--- config.mk ---
export PLATFORM = sky130hd
export DESIGN_NAME = stream_find_and_replace
export DESIGN_NICKNAME = d
export VERILOG_FILES = /design/src/rtl/sfr_pkg.sv /design/src/rtl/stream_find_and_replace.sv
export SDC_FILE = /design/constraint.sdc
export NUM_CORES = 1
export LEC_CHECK = 0
export BUFFER_PORTS_ARGS = -buffer_cell sky130_fd_sc_hd__buf_2
export CAP_MARGIN = 20
export CORE_MARGIN = 8
export CORE_UTILIZATION = 61
export CTS_CLUSTER_DIAMETER = 60
export DETAILED_ROUTE_END_ITERATION = 16
export PLACE_DENSITY_LB_ADDON = 0.05
export REMOVE_ABC_BUFFERS = 1
export SYNTH_ARGS = -nofsm -noshare
export SYNTH_HDL_FRONTEND = slang
export SYNTH_SLANG_ARGS = --single-unit
--- constraint.sdc ---
create_clock -name clk -period 7.08 [get_ports clk]
set_input_delay 2.124 -clock clk [delete_from_list [all_inputs] [get_ports clk]]
set_output_delay 2.124 -clock clk [all_outputs]
set_load 0.01 [all_outputs]
--- src/rtl/sfr_pkg.sv ---
`timescale 1ns / 1ps
`default_nettype none

package sfr_pkg;

	// configuration register indexes
	localparam logic [2:0] REG_PATTERN_BYTES      = 3'd0;
	localparam logic [2:0] REG_PATTERN_LENGTH     = 3'd1;
	localparam logic [2:0] REG_REPLACEMENT_BYTES  = 3'd2;
	localparam logic [2:0] REG_REPLACEMENT_LENGTH = 3'd3;
	localparam logic [2:0] REG_CASE_FOLD          = 3'd4;

	localparam int unsigned BYTE_W   = 8;
	localparam int unsigned WORD_W   = 64;
	localparam int unsigned LEN_W    = 4;
	localparam int unsigned COUNT_W  = 16;
	localparam int unsigned REPL_MAX = 8;

	localparam logic [BYTE_W-1:0]  ASCII_UPPER_A = 8'h41;
	localparam logic [BYTE_W-1:0]  ASCII_UPPER_Z = 8'h5A;
	localparam logic [BYTE_W-1:0]  ASCII_CASE    = 8'h20;
	localparam logic [COUNT_W-1:0] COUNT_MAX     = 16'hFFFF;

	typedef logic [LEN_W-1:0] len_t;

endpackage

`default_nettype wire

--- src/rtl/stream_find_and_replace.sv ---
`timescale 1ns / 1ps
`default_nettype none

// channel   dir   data                                      side band
// s_*       in    tdata[7:0] text_byte                      tlast end_of_text
// m_*       out   tdata[7:0] out_byte, [23:8] match_count   tuser byte_valid, tlast end_of_output
// cfg_*     in    cfg_index selects register, cfg_wdata     write when cfg_we high
//
// one text byte is taken per cycle; it is matched against the pending window and its
// results (0 to 8 bytes) are loaded into a result burst register in the same cycle.
// the burst register drains one result per cycle, so a byte that yields one result
// sustains one byte per cycle; a longer burst holds s_tready low until its last result goes.
// arst_n clears window fill, match count and the burst; window bytes are not reset.
// stalls on m_tready hold the burst and back-pressure the input side.

module stream_find_and_replace #(
	parameter int MAX_PATTERN = 8
) (
	input  wire logic        clk,
	input  wire logic        arst_n,
	input  wire logic        s_tvalid,
	output logic             s_tready,
	input  wire logic [7:0]  s_tdata,   // [7:0] text_byte
	input  wire logic        s_tlast,
	output logic             m_tvalid,
	input  wire logic        m_tready,
	output logic [23:0]      m_tdata,   // [7:0] out_byte, [23:8] match_count
	output logic             m_tuser,   // [0] byte_valid
	output logic             m_tlast,
	input  wire logic        cfg_we,
	input  wire logic [2:0]  cfg_index,
	input  wire logic [63:0] cfg_wdata
);

	localparam int WIN = (MAX_PATTERN < 8) ? MAX_PATTERN : 8;

	// configuration
	logic [sfr_pkg::WORD_W-1:0] pattern_q;
	sfr_pkg::len_t              pat_len_q;
	logic [sfr_pkg::WORD_W-1:0] repl_q;
	sfr_pkg::len_t              repl_len_q;
	logic                       fold_q;

	// search state
	logic [sfr_pkg::BYTE_W-1:0]  win_q [WIN];
	sfr_pkg::len_t               fill_q;
	logic [sfr_pkg::COUNT_W-1:0] match_q;

	// result burst
	logic [sfr_pkg::WORD_W-1:0]  burst_q;
	sfr_pkg::len_t               rem_q;
	logic                        bvalid_q;
	logic                        blast_q;
	logic [sfr_pkg::COUNT_W-1:0] bcount_q;

	logic s_fire, m_fire;

	sfr_pkg::len_t               len, rlen, fill_cur, fill_next, nf, emit_n, fill_new;
	logic [sfr_pkg::BYTE_W-1:0]  b;
	logic [sfr_pkg::BYTE_W-1:0]  wn [WIN];
	logic [sfr_pkg::BYTE_W-1:0]  ws [WIN];
	logic [sfr_pkg::WORD_W-1:0]  wpack;
	logic                        full, matched, emit_valid;
	logic [sfr_pkg::COUNT_W-1:0] count_new;

	assign m_tvalid = (rem_q != '0);
	assign s_tready = (rem_q == '0) || (rem_q == sfr_pkg::len_t'(1) && m_tready);
	assign s_fire   = s_tvalid && s_tready;
	assign m_fire   = m_tvalid && m_tready;

	assign m_tdata  = {bcount_q, burst_q[sfr_pkg::BYTE_W-1:0]};
	assign m_tuser  = bvalid_q;
	assign m_tlast  = blast_q && (rem_q == sfr_pkg::len_t'(1));

	always_comb begin
		// effective lengths
		if (pat_len_q == '0)
			len = sfr_pkg::len_t'(1);
		else if (pat_len_q > sfr_pkg::len_t'(WIN))
			len = sfr_pkg::len_t'(WIN);
		else
			len = pat_len_q;
		rlen = (repl_len_q > sfr_pkg::len_t'(sfr_pkg::REPL_MAX)) ?
			sfr_pkg::len_t'(sfr_pkg::REPL_MAX) : repl_len_q;

		b = s_tdata;
		if (fold_q && s_tdata >= sfr_pkg::ASCII_UPPER_A && s_tdata <= sfr_pkg::ASCII_UPPER_Z)
			b = s_tdata + sfr_pkg::ASCII_CASE;

		fill_cur = (fill_q >= len) ? '0 : fill_q;
		nf = fill_cur + sfr_pkg::len_t'(1);
		full = (nf == len);

		wpack = '0;
		matched = full;
		for (int i = 0; i < WIN; i++) begin
			wn[i] = (fill_cur == sfr_pkg::len_t'(i)) ? b : win_q[i];
			wpack[i*sfr_pkg::BYTE_W +: sfr_pkg::BYTE_W] = wn[i];
			if (sfr_pkg::len_t'(i) < len && wn[i] != pattern_q[i*sfr_pkg::BYTE_W +: sfr_pkg::BYTE_W])
				matched = 1'b0;
		end
		for (int i = 0; i < WIN; i++)
			ws[i] = (i + 1 < WIN) ? wn[(i + 1) % WIN] : wn[i];

		count_new = (matched && match_q != sfr_pkg::COUNT_MAX) ?
			match_q + sfr_pkg::COUNT_W'(1) : match_q;

		emit_valid = 1'b1;
		priority if (matched) begin
			if (s_tlast && rlen == '0) begin
				emit_n = sfr_pkg::len_t'(1);
				emit_valid = 1'b0;
			end else begin
				emit_n = rlen;
			end
			fill_new = '0;
		end else if (s_tlast) begin
			emit_n = nf;
			fill_new = '0;
		end else if (full) begin
			emit_n = sfr_pkg::len_t'(1);
			fill_new = len - sfr_pkg::len_t'(1);
		end else begin
			emit_n = '0;
			fill_new = nf;
		end

		fill_next = fill_q;
		if (cfg_we && cfg_index == sfr_pkg::REG_PATTERN_LENGTH)
			fill_next = '0;
		else if (s_fire)
			fill_next = fill_new;
	end

	// configuration registers
	always_ff @(posedge clk or negedge arst_n) begin
		if (!arst_n) begin
			pattern_q  <= '0;
			pat_len_q  <= sfr_pkg::len_t'(1);
			repl_q     <= '0;
			repl_len_q <= '0;
			fold_q     <= 1'b0;
		end else if (cfg_we) begin
			unique case (cfg_index)
				sfr_pkg::REG_PATTERN_BYTES:      pattern_q  <= cfg_wdata;
				sfr_pkg::REG_PATTERN_LENGTH:     pat_len_q  <= cfg_wdata[sfr_pkg::LEN_W-1:0];
				sfr_pkg::REG_REPLACEMENT_BYTES:  repl_q     <= cfg_wdata;
				sfr_pkg::REG_REPLACEMENT_LENGTH: repl_len_q <= cfg_wdata[sfr_pkg::LEN_W-1:0];
				sfr_pkg::REG_CASE_FOLD:          fold_q     <= cfg_wdata[0];
				default: ;
			endcase
		end
	end

	// window bytes
	always_ff @(posedge clk) begin
		if (s_fire) begin
			for (int i = 0; i < WIN; i++)
				win_q[i] <= (!matched && !s_tlast && full) ? ws[i] : wn[i];
		end
	end

	always_ff @(posedge clk or negedge arst_n) begin
		if (!arst_n) begin
			fill_q  <= '0;
			match_q <= '0;
		end else begin
			fill_q <= fill_next;
			if (s_fire)
				match_q <= s_tlast ? '0 : count_new;
		end
	end

	// result burst
	always_ff @(posedge clk or negedge arst_n) begin
		if (!arst_n) begin
			rem_q <= '0;
		end else if (s_fire) begin
			rem_q <= emit_n;
		end else if (m_fire) begin
			rem_q <= rem_q - sfr_pkg::len_t'(1);
		end
	end

	always_ff @(posedge clk) begin
		if (s_fire) begin
			// the empty end marker carries a zero byte
			burst_q  <= matched ? (emit_valid ? repl_q : '0) : wpack;
			bvalid_q <= emit_valid;
			blast_q  <= s_tlast;
			bcount_q <= count_new;
		end else if (m_fire) begin
			burst_q <= burst_q >> sfr_pkg::BYTE_W;
		end
	end

	a_fill_below_len: assert property (@(posedge clk) disable iff (!arst_n)
		fill_q < len)
		else $error("window fill reached pattern length");

	a_burst_bound: assert property (@(posedge clk) disable iff (!arst_n)
		rem_q <= sfr_pkg::len_t'(sfr_pkg::REPL_MAX))
		else $error("result burst longer than eight");

	a_text_end_clears: assert property (@(posedge clk) disable iff (!arst_n)
		s_fire && s_tlast |=> fill_q == '0 && match_q == '0)
		else $error("state not cleared after end of text");

	a_end_marker_last: assert property (@(posedge clk) disable iff (!arst_n)
		m_tvalid && !m_tuser |-> m_tlast)
		else $error("empty result that is not the last");

	a_no_take_while_busy: assert property (@(posedge clk) disable iff (!arst_n)
		rem_q > sfr_pkg::len_t'(1) |-> !s_tready)
		else $error("request taken while burst pending");

endmodule

`default_nettype wire
# --- Yosys cells after proc, flatten, opt, wreduce, memory -nomap -nowiden ---
# Memories as Yosys holds them, arrays and structs flattened.
# Cells that the tools add are included.
classes:
  addsub: 5
  n_lt_le_gt_ge: 13
  eq_ne: 22
  n_mux: 49
  reduce_logical: 35
op_table:
  columns: ["op", "count"]
  rows:
  - ["2-to-1 mux 64 bit", 4]
  - ["2-to-1 mux 8 bit", 16]
  - ["!= test 8 bit", 8]
  - ["2-to-1 mux 4 bit", 14]
  - ["2-to-1 mux 16 bit", 2]
  - ["logical AND 1 bit", 19]
  - ["adder 16 x 1 -> 16 bit, second input constant", 1]
  - ["equality test 4 x 3 -> 1 bit, second input constant", 4]
  - ["zero test 4 bit", 4]
  - ["< comparator 3 x 4 -> 1 bit, first input constant", 4]
  - ["!= test 16 bit, second input constant", 1]
  - ["2-to-1 mux 1 bit", 13]
  - ["AND reduction 2 bit", 5]
  - ["adder 8 x 6 -> 8 bit, second input constant", 1]
  - ["equality test 4 x 1 -> 1 bit, second input constant", 2]
  - ["equality test 4 x 2 -> 1 bit, second input constant", 2]
  - [">= comparator 8 x 7 -> 1 bit, second input constant", 1]
  - ["> comparator 4 bit, second input constant", 2]
  - ["less-or-equal comparator 8 x 7 -> 1 bit, second input constant", 1]
  - ["< comparator 1 x 4 -> 1 bit, first input constant", 2]
  - ["< comparator 2 x 4 -> 1 bit, first input constant", 2]
  - ["subtractor 4 x 1 -> 4 bit, second input constant", 2]
  - ["equality test 3 x 2 -> 1 bit, second input constant", 2]
  - ["adder 4 x 1 -> 4 bit, second input constant", 1]
  - ["9 further kinds", 11]
word_totals:
  ff_bits: 243
  ram_bits: 64
  out_inout_bits: 28
  word_cells: 137
  memories: 1
memory_table:
  columns: ["memory", "depth", "word_bits", "rd", "rd_clocked_by_memory_dff", "write_ports", "line_no", "text"]
  rows:
  - ["win_q", 8, 8, 8, 0, 8, "stream_find_and_replace.sv:45", "logic [sfr_pkg::BYTE_W-1:0] win_q [WIN];"]

# --- Longest topological paths before layout ---
# Gate-level depths: netlist of the first run.
depth:
  word_depth: 21
  mapped_depth: 24

# --- Least setup slack after synthesis of the first run ---
# No wires, ideal clock.
synth_timing:
  kind: "in2reg"
  from: "in m_tready"
  to: "reg fill_q[0]"
  setup_time_ns: 0.122
  t_arrival_ns: 5.932
  t_required_ns: 6.958
  path_slack_ns: 1.026
  path_stages: 7
  path_buffers: 1
  cell_sequence: "a21oi_1 nor3_1 nand2_1 inv_1 clkbuf_1 nor2_1 a22o_1"
synth_via:
  elab_chain_cells: 4
synth_rtl:
  columns: ["element", "line_no", "text"]
  rows:
  - ["start: declaration", "stream_find_and_replace.sv:26", "input wire logic m_tready,"]
  - ["logical AND 1 bit", "stream_find_and_replace.sv:67", "assign s_tready = (rem_q == '0) || (rem_q == sfr_pkg::len_t'(1) && m_tready);"]
  - ["logical OR 1 bit", "stream_find_and_replace.sv:67", null]
  - ["named net s_tready", "stream_find_and_replace.sv:22", "output logic s_tready,"]
  - ["logical AND 1 bit", "stream_find_and_replace.sv:68", "assign s_fire = s_tvalid && s_tready;"]
  - ["named net s_fire", "stream_find_and_replace.sv:56", "logic s_fire, m_fire;"]
  - ["nonzero test 2 bit (no line)", null, null]
  - ["end signal: assignment", "stream_find_and_replace.sv:168", "fill_q <= fill_next;"]
  - ["end: declaration", "stream_find_and_replace.sv:46", "sfr_pkg::len_t fill_q;"]
# The timed path passes the listed nets, and every way through them passes these cells.
# A chain may end at the register's enable or synchronous reset.

==> results.py, run 1 <==
metrics = {
    "clock_tree": {
        "cts_tree": "done",
        "cts.htree.levels": 2,
        "path_clk_slew_ns": 0.06,
        "numCtsBuffers": 37,
        "postCtsResizedCells": 0,
        "root_buffer": "clkbuf_16",
        "cts_sinks": 307,
        "cts_buffer_depth": 3,
        "ctsHoldBuffers": 0,
        "post-cts-setup-buffers": 0,
        "clock_latency_ns": 0.52,
    },
    "timing": {
        "relSlewSlack": 0.2566,
        "hold_violations": 0,
        "setup_violations": 0,
        "fmax_mhz": 154.1,
        "fin_worst_skew_ns": 0.02416,
        "tightest_slew_ns": 1.108,
        "finalCritPeriodShare": 0.9166,
        "drv_slew": 0,
        "rsz0062_at_grt": "false",
        "fin_crit_ns": 6.490,
    },
    "power_and_ir_drop": {
        "finalPower_mw": 6.208,
        "p_leak_nw": 7.820,
        "p_per_area_nw_per_um2": 340.0,
        "vdd_drop_max_mv": 0.2463,
    },
    "floorplan": {
        "start_util": 0.6179,
        "core_area_sq_um": 25980,
        "die_x_um": 178.2,
        "std_cell_rows": 59,
        "die_y_um": 178.2,
        "io_pins": 109,
        "dieArea_sq_um": 31770,
    },
    "synthesis": {
        "ys_warn_count": 0,
        "ys.flop_type": "dfrtp_1",
        "ys_async_sr_fraction": 0.5244,
        "synthCells": 1404,
        "synth_edf_count": 146,
        "ys_seq_area_frac": 0.5240,
        "ys_ff_latch": 307,
        "ys_types": 74,
        "avgSynthCellArea_sq_um": 11.44,
        "netlist_area_sq_um": 16060,
    },
    "route": {
        "wirelength_um": 42420,
        "drc": 0,
        "drtPass1Iterations": 6,
        "routed_via_density": 6.400,
        "detail-route-antenna-nets": 0,
        "avgRoutedWirePerCell_um": 22.92,
        "drt_iter0_markers": 1163,
        "vias": 11846,
    },
    "flow_run": {
        "max_cap_viol_count": 0,
    },
    "critical_path": {
        "cp_data_required_time_ns": 7.32,
        "crit_fanout": 49,
        "end_kind": "register",
        "cp-start-kind": "input port",
        "critPathKind": "input port to register",
        "arrival_ns": 6.73,
    },
    "cells_and_area": {
        "layout_common_cells": "160 x dfrtp_1, 146 x edfxtp_1, 134 x mux2_2",
        "drive_gt1_frac": 0.2449,
        "layoutNonFillerInstCount": 1851,
        "syn_to_final_growth_pct": 13.70,
        "final_common_cell": "dfrtp_1",
        "nets": 1583,
        "fillers": 1943,
    },
    "global_route": {
        "antenna_found_initial": 0,
        "grt_pass1_wl_um": 66850,
        "grt_max_degree": 107,
        "grt-ovfl-total": 0,
        "grt_pass1_vias": 11816,
        "track_usage": 0.2677,
    },
    "placed_design": {
        "globalplace.congestion": 0.9093,
        "dp_cells": 1780,
        "dp_hpwl_um": 27900,
        "io_buffers": 108,
    },
    "run_status": {
        "status": "finished, final reports clean",
    },
    "worst_hold_path": {
        "hold_class": "register to register",
    },
}
==> synthesized netlist by cell type (all sizes together), types with 7 or more instances <==
cell,instances,area share
mux2i,109,0.069
o211ai,13,0.0061
inv,35,0.0082
and3,9,0.0035
nand2b,7,0.0027
nand3,27,0.0087
clkbuf,61,0.014
ha,16,0.012
a21oi,14,0.0046
a31oi,133,0.052
buf,47,0.016
nand2,115,0.027
edfxtp,146,0.27
o21ai,80,0.025
nor2b,7,0.0027
nor3,22,0.0072
xnor2,56,0.031
nor2,55,0.013
dfrtp,160,0.25
nand4,15,0.0058
nor4,16,0.0066
xor2,26,0.014
and2,11,0.0043
mux2,136,0.095
==> final cells by class <==
class                      instances  area [sq um]  share of cell area
clock inverter                    15         176.4            0.009663
multi-input combinational        954          7072              0.3874
tap                              335         419.2             0.02296
timing repair buffer             151         939.7             0.05147
inverter                          35         132.6            0.007265
antenna                            1         2.502           0.0001371
clock buffer                      53          1100             0.06024
sequential                       307          8414              0.4609
==> worst max-delay path, cell delays in order <==
cell     delay (ns)
buf_2          0.23
or4_1          0.52
o21ai_0        0.27
o21a_1         0.48
mux2i_1        0.28
xnor2_1        0.21
nor4_2         0.56
a41oi_1        0.29
o41ai_4        0.59
nand3_2        0.44
nand2_2        0.20
buf_12         0.33
mux2i_1        0.13
==> per-stage QoR <==
stage	TNS [ns]	instance area [sq um]	hold slack [ns]	setup WS [ns]	util
after detailed placement	0	16930	0.4956	0.2155	0.6515
after CTS	0	18210	0.5093	0.6679	0.7006
after global placement	0	16930	0.4883	0.2572	0.6515
after global routing	0	18250	0.5212	0.1454	0.7025
final	0	18260	0.5049	0.5902	0.7026
after floorplan	-422.11	15570	0.4806	-3.261	-
==> state kept, by name, indices dropped and copies added (netlist names) <==
name / count
win_q: 64
fill_q: 4
repl_len_q: 4
pat_len_q: 4
bcount_q: 16
match_q: 16
rem_q: 4
m_tuser: 1
burst_q: 64
repl_q: 64
fold_q: 1
blast_q: 1
pattern_q: 64
==> cell families after synthesis <==
| kind of cell | after synthesis | share of synthesized area |
|---|---|---|
| AND/OR/NAND/NOR | 305 | 0.09109 |
| adder cells (fa/ha/maj) | 16 | 0.01247 |
| multiplexers | 245 | 0.1641 |
| flip-flops | 307 | 0.5240 |
| buffers and inverters | 143 | 0.03834 |
| AO/OA/AOI/OAI | 306 | 0.1252 |
| XOR/XNOR | 82 | 0.04473 |
==> layer usage <==
| layer | vias up | part of all wire | track usage |
|---|---|---|---|
| li1 | 5423 | - | - |
| met1 | 5812 | 0.41 | 0.3663 |
| met2 | 510 | 0.47 | 0.4273 |
| met3 | 101 | 0.090 | 0.04742 |
| met4 | 0 | 0.031 | 0.09025 |
| met5 | - | 0 | 0 |
==> path summary, 6_finish.rpt <==
kind | start | endpoint | slack [ns] | depth (start not counted)
setup / recovery | s_tdata[4] | win_q[1][0] | 0.59 | 13
hold / removal | repl_q[36] | repl_q[36] | 0.50 | 1
setup reg to reg | pat_len_q[3] | win_q[1][0] | 0.59 | 20
hold reg to reg | repl_q[36] | repl_q[36] | 0.50 | 1
max in group asynchronous | arst_n | pat_len_q[3] | 4.13 | 3
min in group asynchronous | arst_n | match_q[2] | 1.43 | 1
==> where the power goes <==
part | switching, mW | leakage (nW) | internal (mW)
clock network | 0.760 | 0.630 | 1.20
registers | 0.227 | 3.32 | 2.35
logic | 0.992 | 3.87 | 0.675
total | 1.98 | 7.82 | 4.23
No activity file was read; power rests on OpenSTA's default activity.
==> run 2: changes to the inputs <==
ABC_AREA = 1   (was default)
==> run 2 against run 1 <==
Effect of this change: die area is 3.0% higher; sequential share of layout area decreased by 0.49 points; worst hold slack got worse by 0.021 ns; cell area grew 1.1%; sequential power is 8.5% lower; first-iteration DRC count grew 23%; total power fell by 12%; cell count increased by 41%.
==> results.py, run 2 <==
metrics = {
    "global_route": {
        "grt_pass1_wl_um": 72020,
        "grt_max_degree": 129,
        "track_usage": 0.2698,
        "antenna_found_initial": 0,
        "grt_pass1_vias": 14074,
        "grt-ovfl-total": 0,
    },
    "timing": {
        "hold_violations": 0,
        "drv_slew": 0,
        "fmax_mhz": 174.7,
        "fin_crit_ns": 5.724,
        "finalCritPeriodShare": 0.8085,
        "relSlewSlack": 0.3816,
        "tightest_slew_ns": 0.9276,
        "rsz0062_at_grt": "false",
        "setup_violations": 0,
        "fin_worst_skew_ns": 0.01992,
    },
    "synthesis": {
        "synth_edf_count": 146,
        "ys_types": 33,
        "synth_top_area_frac": 0.2643,
        "synthCells": 2185,
        "ys_seq_area_frac": 0.5072,
        "synth_commonest_cells": "885 x nand2_1, 254 x inv_1, 200 x o21ai_0, 160 x dfrtp_1, 154 x nand3_1",
        "synth_top_area_cell": "edfxtp_1",
        "netlist_area_sq_um": 16590,
        "ys.flop_type": "dfrtp_1",
        "avgSynthCellArea_sq_um": 7.593,
        "ys_ff_latch": 307,
        "ys_async_sr_fraction": 0.5244,
        "synth_area_leaders": "edfxtp_1 26%, dfrtp_1 24%, nand2_1 20%",
        "ys_warn_count": 0,
        "yosysMostFrequentCell": "nand2_1",
    },
    "clock_tree": {
        "cts_tree": "done",
        "ctsHoldBuffers": 0,
        "cts.htree.levels": 2,
        "cts_buffer_depth": 3,
        "cts_sinks": 307,
        "clock_latency_ns": 0.53,
        "path_clk_slew_ns": 0.06,
        "post-cts-setup-buffers": 0,
        "postCtsResizedCells": 0,
        "numCtsBuffers": 36,
        "root_buffer": "clkbuf_16",
    },
    "critical_path": {
        "critPathKind": "register to register",
        "end_kind": "register",
        "cp_data_required_time_ns": 7.34,
        "crit_top_cell": "nand2_1",
        "slowest_stage": "nor2_1",
        "crit_fanout": 22,
        "crit_family": "simple AND/OR/NAND/NOR gates",
        "cpPeakStageDelay_ns": 0.64,
        "arrival_ns": 5.98,
        "path_buf_inv": 8,
        "cp-start-kind": "register",
    },
    "route": {
        "detail-route-antenna-nets": 0,
        "drt_iter0_markers": 1436,
        "wirelength_um": 44590,
        "vias": 14478,
        "routed_via_density": 5.532,
        "avgRoutedWirePerCell_um": 17.04,
        "drtPass1Iterations": 5,
        "drc": 0,
    },
    "floorplan": {
        "die_y_um": 180.9,
        "dieArea_sq_um": 32730,
        "die_x_um": 180.9,
        "std_cell_rows": 60,
        "io_pins": 109,
        "core_area_sq_um": 26800,
        "start_util": 0.6190,
    },
    "cells_and_area": {
        "final_common_cell": "nand2_1",
        "layout_common_cells": "881 x nand2_1, 253 x inv_1, 200 x o21ai_0",
        "diodes": 0,
        "syn_to_final_growth_pct": 11.24,
        "fin_area_sq_um": 18450,
        "post-route-util": 0.6886,
        "nets": 2346,
        "fillers": 2322,
        "register_area_sq_um": 8414,
        "drive_gt1_frac": 0.09446,
        "layoutNonFillerInstCount": 2617,
        "multi_input_area_sq_um": 6749,
    },
    "placed_design": {
        "io_buffers": 108,
        "dp_hpwl_um": 30380,
        "dp_cells": 2551,
        "placed_cell_area_sq_um": 17310,
        "globalplace.congestion": 0.9593,
    },
    "power_and_ir_drop": {
        "p_leak_nw": 9.401,
        "p_per_area_nw_per_um2": 296.5,
        "vdd_drop_max_mv": 0.2181,
    },
    "worst_hold_path": {
        "hold_class": "register to register",
    },
    "flow_run": {
        "max_cap_viol_count": 0,
    },
    "run_status": {
        "status": "finished, final reports clean",
    },
}
[run 2: routing by layer]
metal / up-vias / track usage / routed length, um
met3: 125 / 0.04514 / 3171
met5: - / 0.004608 / 0
met1: 6724 / 0.3472 / 18910
li1: 7112 / - / -
met2: 517 / 0.4483 / 20810
met4: 0 / 0.1104 / 1705
[run 2: path summary, 6_finish.rpt]
| kind | start | to | slack (ns) | depth (start not counted) |
|---|---|---|---|---|
| min reg2reg | repl_q[0] | repl_q[0] | 0.48 | 2 |
| max | pat_len_q[1] | burst_q[0] | 1.36 | 30 |
| min in group asynchronous | arst_n | repl_q[13] | 1.61 | 1 |
| min | repl_q[0] | repl_q[0] | 0.48 | 2 |
| max in group asynchronous | arst_n | pattern_q[50] | 4.29 | 2 |
| max reg2reg | pat_len_q[1] | burst_q[0] | 1.36 | 30 |
[run 2: cells by family after synthesis]
group / synth area share
buffers and inverters: 0.08839
AND/OR/NAND/NOR: 0.2913
adder cells (fa/ha/maj): 0.01207
flip-flops: 0.5072
AO/OA/AOI/OAI: 0.09254
XOR/XNOR: 0.008447
[run 2: worst min-delay path, cell delays in order (launching register included)]
cell and delay (ns):
dfrtp_1 0.34, nand2_1 0.05, o21ai_0 0.06
[run 2: final cells by class]
cell class                 count  area share
timing repair buffer         132     0.04183
tap                          341     0.02312
inverter                     258     0.05261
multi-input combinational   1514      0.3657
clock buffer                  49     0.05533
clock inverter                16    0.005424
sequential                   307      0.4560
[run 2: power breakdown]
group          switching (mW)  leakage [nW]  internal, mW
sequential              0.168          3.42          2.19
clock                   0.745         0.559          1.02
combinational           0.911          5.43         0.439
total                    1.82          9.40          3.65
[run 2: through the flow]
step / total power, mW / hold slack, ns / setup WS [ns] / setup TNS, ns
after floorplan: 3.270 / 0.4530 / -0.06695 / -1.981
after global placement: 3.667 / 0.4661 / 1.309 / 0
after detailed placement: 3.709 / 0.4732 / 1.218 / 0
after CTS: 5.478 / 0.4870 / 1.474 / 0
after global routing: 5.775 / 0.4953 / 0.9355 / 0
final: 5.471 / 0.4843 / 1.356 / 0
==> run 3: changes to the inputs <==
CORE_UTILIZATION = 55   (was 61)
clock period = 4.95 ns   (was 7.08 ns; I/O delays follow)
==> run 3 against run 2 <==
Effect of this change: flip-flop and latch count stayed put; clock skew is 0.0036 ns higher; non-clock buffer count is 29 higher; wire length is 2.6% higher; global-route usage is 1.4 points lower; register-to-register slack worse by 0.98 ns; combinational power is 51% higher; clock-buffer cell count is 8 higher.
==> results.py, run 3 (synthesis gave the netlist of run 2 again) <==
metrics = {
    "clock_tree": {
        "clock_latency_ns": 0.52,
        "post-cts-setup-buffers": 0,
        "cts_buffer_depth": 3,
        "cts_tree": "done",
        "numCtsBuffers": 37,
        "cts_sinks": 307,
        "cts.htree.levels": 2,
        "root_buffer": "clkbuf_16",
        "path_clk_slew_ns": 0.06,
    },
    "global_route": {
        "grt_max_degree": 84,
        "grt-ovfl-total": 0,
        "grt_pass1_wl_um": 74900,
        "grt_pass1_vias": 14237,
        "track_usage": 0.2563,
        "antenna_found_initial": 0,
    },
    "placed_design": {
        "globalplace.congestion": 0.9176,
        "io_buffers": 108,
        "place_ws_ns": 0.1604,
        "dp_hpwl_um": 31350,
    },
    "route": {
        "vias": 14583,
        "drc": 0,
        "routed_via_density": 5.405,
        "wirelength_um": 45770,
        "avgRoutedWirePerCell_um": 16.96,
        "drt_iter0_markers": 1130,
        "detail-route-antenna-nets": 0,
        "drtPass1Iterations": 5,
    },
    "timing": {
        "fin_setup_tns_ns": 0,
        "fin_crit_ns": 4.574,
        "drv_slew": 0,
        "hold_violations": 0,
        "setup_ws_ns": 0.3759,
        "fin_worst_skew_ns": 0.02354,
        "rsz0062_at_grt": "false",
        "fmax_mhz": 218.6,
        "finalCritPeriodShare": 0.9241,
        "relSlewSlack": 0.3085,
        "setup_violations": 0,
        "tightest_slew_ns": 1.037,
    },
    "power_and_ir_drop": {
        "p_per_area_nw_per_um2": 426.4,
        "vdd_drop_max_mv": 0.2992,
        "p_leak_nw": 9.601,
    },
    "floorplan": {
        "std_cell_rows": 63,
        "dieArea_sq_um": 35980,
        "core_area_sq_um": 29640,
        "die_y_um": 189.7,
        "die_x_um": 189.7,
        "start_util": 0.5597,
        "io_pins": 109,
    },
    "critical_path": {
        "cp-start-kind": "register",
        "crit_family": "simple AND/OR/NAND/NOR gates",
        "end_kind": "register",
        "crit_fanout": 47,
        "path_buf_inv": 6,
        "crit_top_cell": "nand2_1",
        "critPathKind": "register to register",
        "arrival_ns": 4.83,
        "cpPeakStageDelay_ns": 0.52,
        "cp_data_required_time_ns": 5.21,
        "slowest_stage": "dfstp_2",
    },
    "cells_and_area": {
        "final_common_cell": "nand2_1",
        "diodes": 0,
        "layout_common_cells": "880 x nand2_1, 253 x inv_1, 200 x o21ai_0",
        "nets": 2376,
        "post-route-util": 0.6386,
        "drive_gt1_frac": 0.1057,
        "syn_to_final_growth_pct": 14.09,
    },
    "flow_run": {
        "max_cap_viol_count": 0,
    },
    "run_status": {
        "status": "finished, final reports clean",
    },
    "worst_hold_path": {
        "hold_class": "register to register",
    },
}
==> run 3: area by class of cell <==
cell class	count	area, sq um
tap	390	488.0
clock buffer	57	1115
inverter	258	973.4
timing repair buffer	161	1082
multi-input combinational	1514	6761
sequential	307	8414
clock inverter	11	92.59
fill	2646	10710
==> run 3: metrics by stage <==
stage          area (sq um)  power (mW)  hold slack, ns  instances
3_5_place_dp          17710       5.426          0.4737       2630
6_report              18930       8.070          0.4854       2698
5_1_grt               18930       8.536          0.5062       2698
3_3_place_gp          17710       5.388          0.4657       2630
2_1_floorplan         16090       4.678          0.4530       2079
4_1_cts               18910       8.104          0.4875       2698
==> run 3: power breakdown <==
part / total (mW) / switching (mW) / internal (mW)
logic: 2.04 / 1.33 / 0.710
clock network: 2.67 / 1.06 / 1.61
registers: 3.36 / 0.234 / 3.13
==> run 3: worst register-to-register path: stages (launching register included) <==
cell	delay, ns
dfstp_2	0.52
o21bai_1	0.10
nand2_1	0.13
inv_1	0.15
ha_1	0.25
nand2_1	0.06
inv_1	0.03
nand2_1	0.12
nand3_1	0.13
nor2_1	0.25
inv_1	0.13
ha_1	0.32
inv_1	0.13
nor2_1	0.09
buf_4	0.19
nand2_1	0.13
nand2_1	0.12
nand2_1	0.07
nand2_1	0.06
nor2_1	0.10
nand2_1	0.05
nor2_1	0.20
a21oi_1	0.11
nor2_2	0.21
nand2_4	0.12
nand2_4	0.19
buf_12	0.25
a21oi_1	0.13
==> run 3: worst paths after layout <==
| check | cells after the start | slack (ns) | endpoint | start |
|---|---|---|---|---|
| max | 27 | 0.38 | win_q[1][21] | pat_len_q[0] |
| min | 2 | 0.49 | repl_q[51] | repl_q[51] |
| max reg2reg | 27 | 0.38 | win_q[1][21] | pat_len_q[0] |
| min reg2reg | 2 | 0.49 | repl_q[51] | repl_q[51] |
| max in group asynchronous | 2 | 3.06 | pattern_q[54] | arst_n |
| min in group asynchronous | 1 | 1.02 | pattern_q[13] | arst_n |
==> run 3: layer usage <==
metal,global-route usage,share of wire,vias up
li1,-,-,7186
met1,0.3368,0.44,6867
met2,0.4380,0.48,461
met3,0.04046,0.062,69
met4,0.06584,0.021,0
met5,0,0,-
==> run 3: what timing repair did <==
action | CTS | global route
hold buffers | 0 | 0
endpoints found under the setup margin | 0 | 38
endpoints found under the hold margin | 0 | 0
resized for setup | 0 | 3
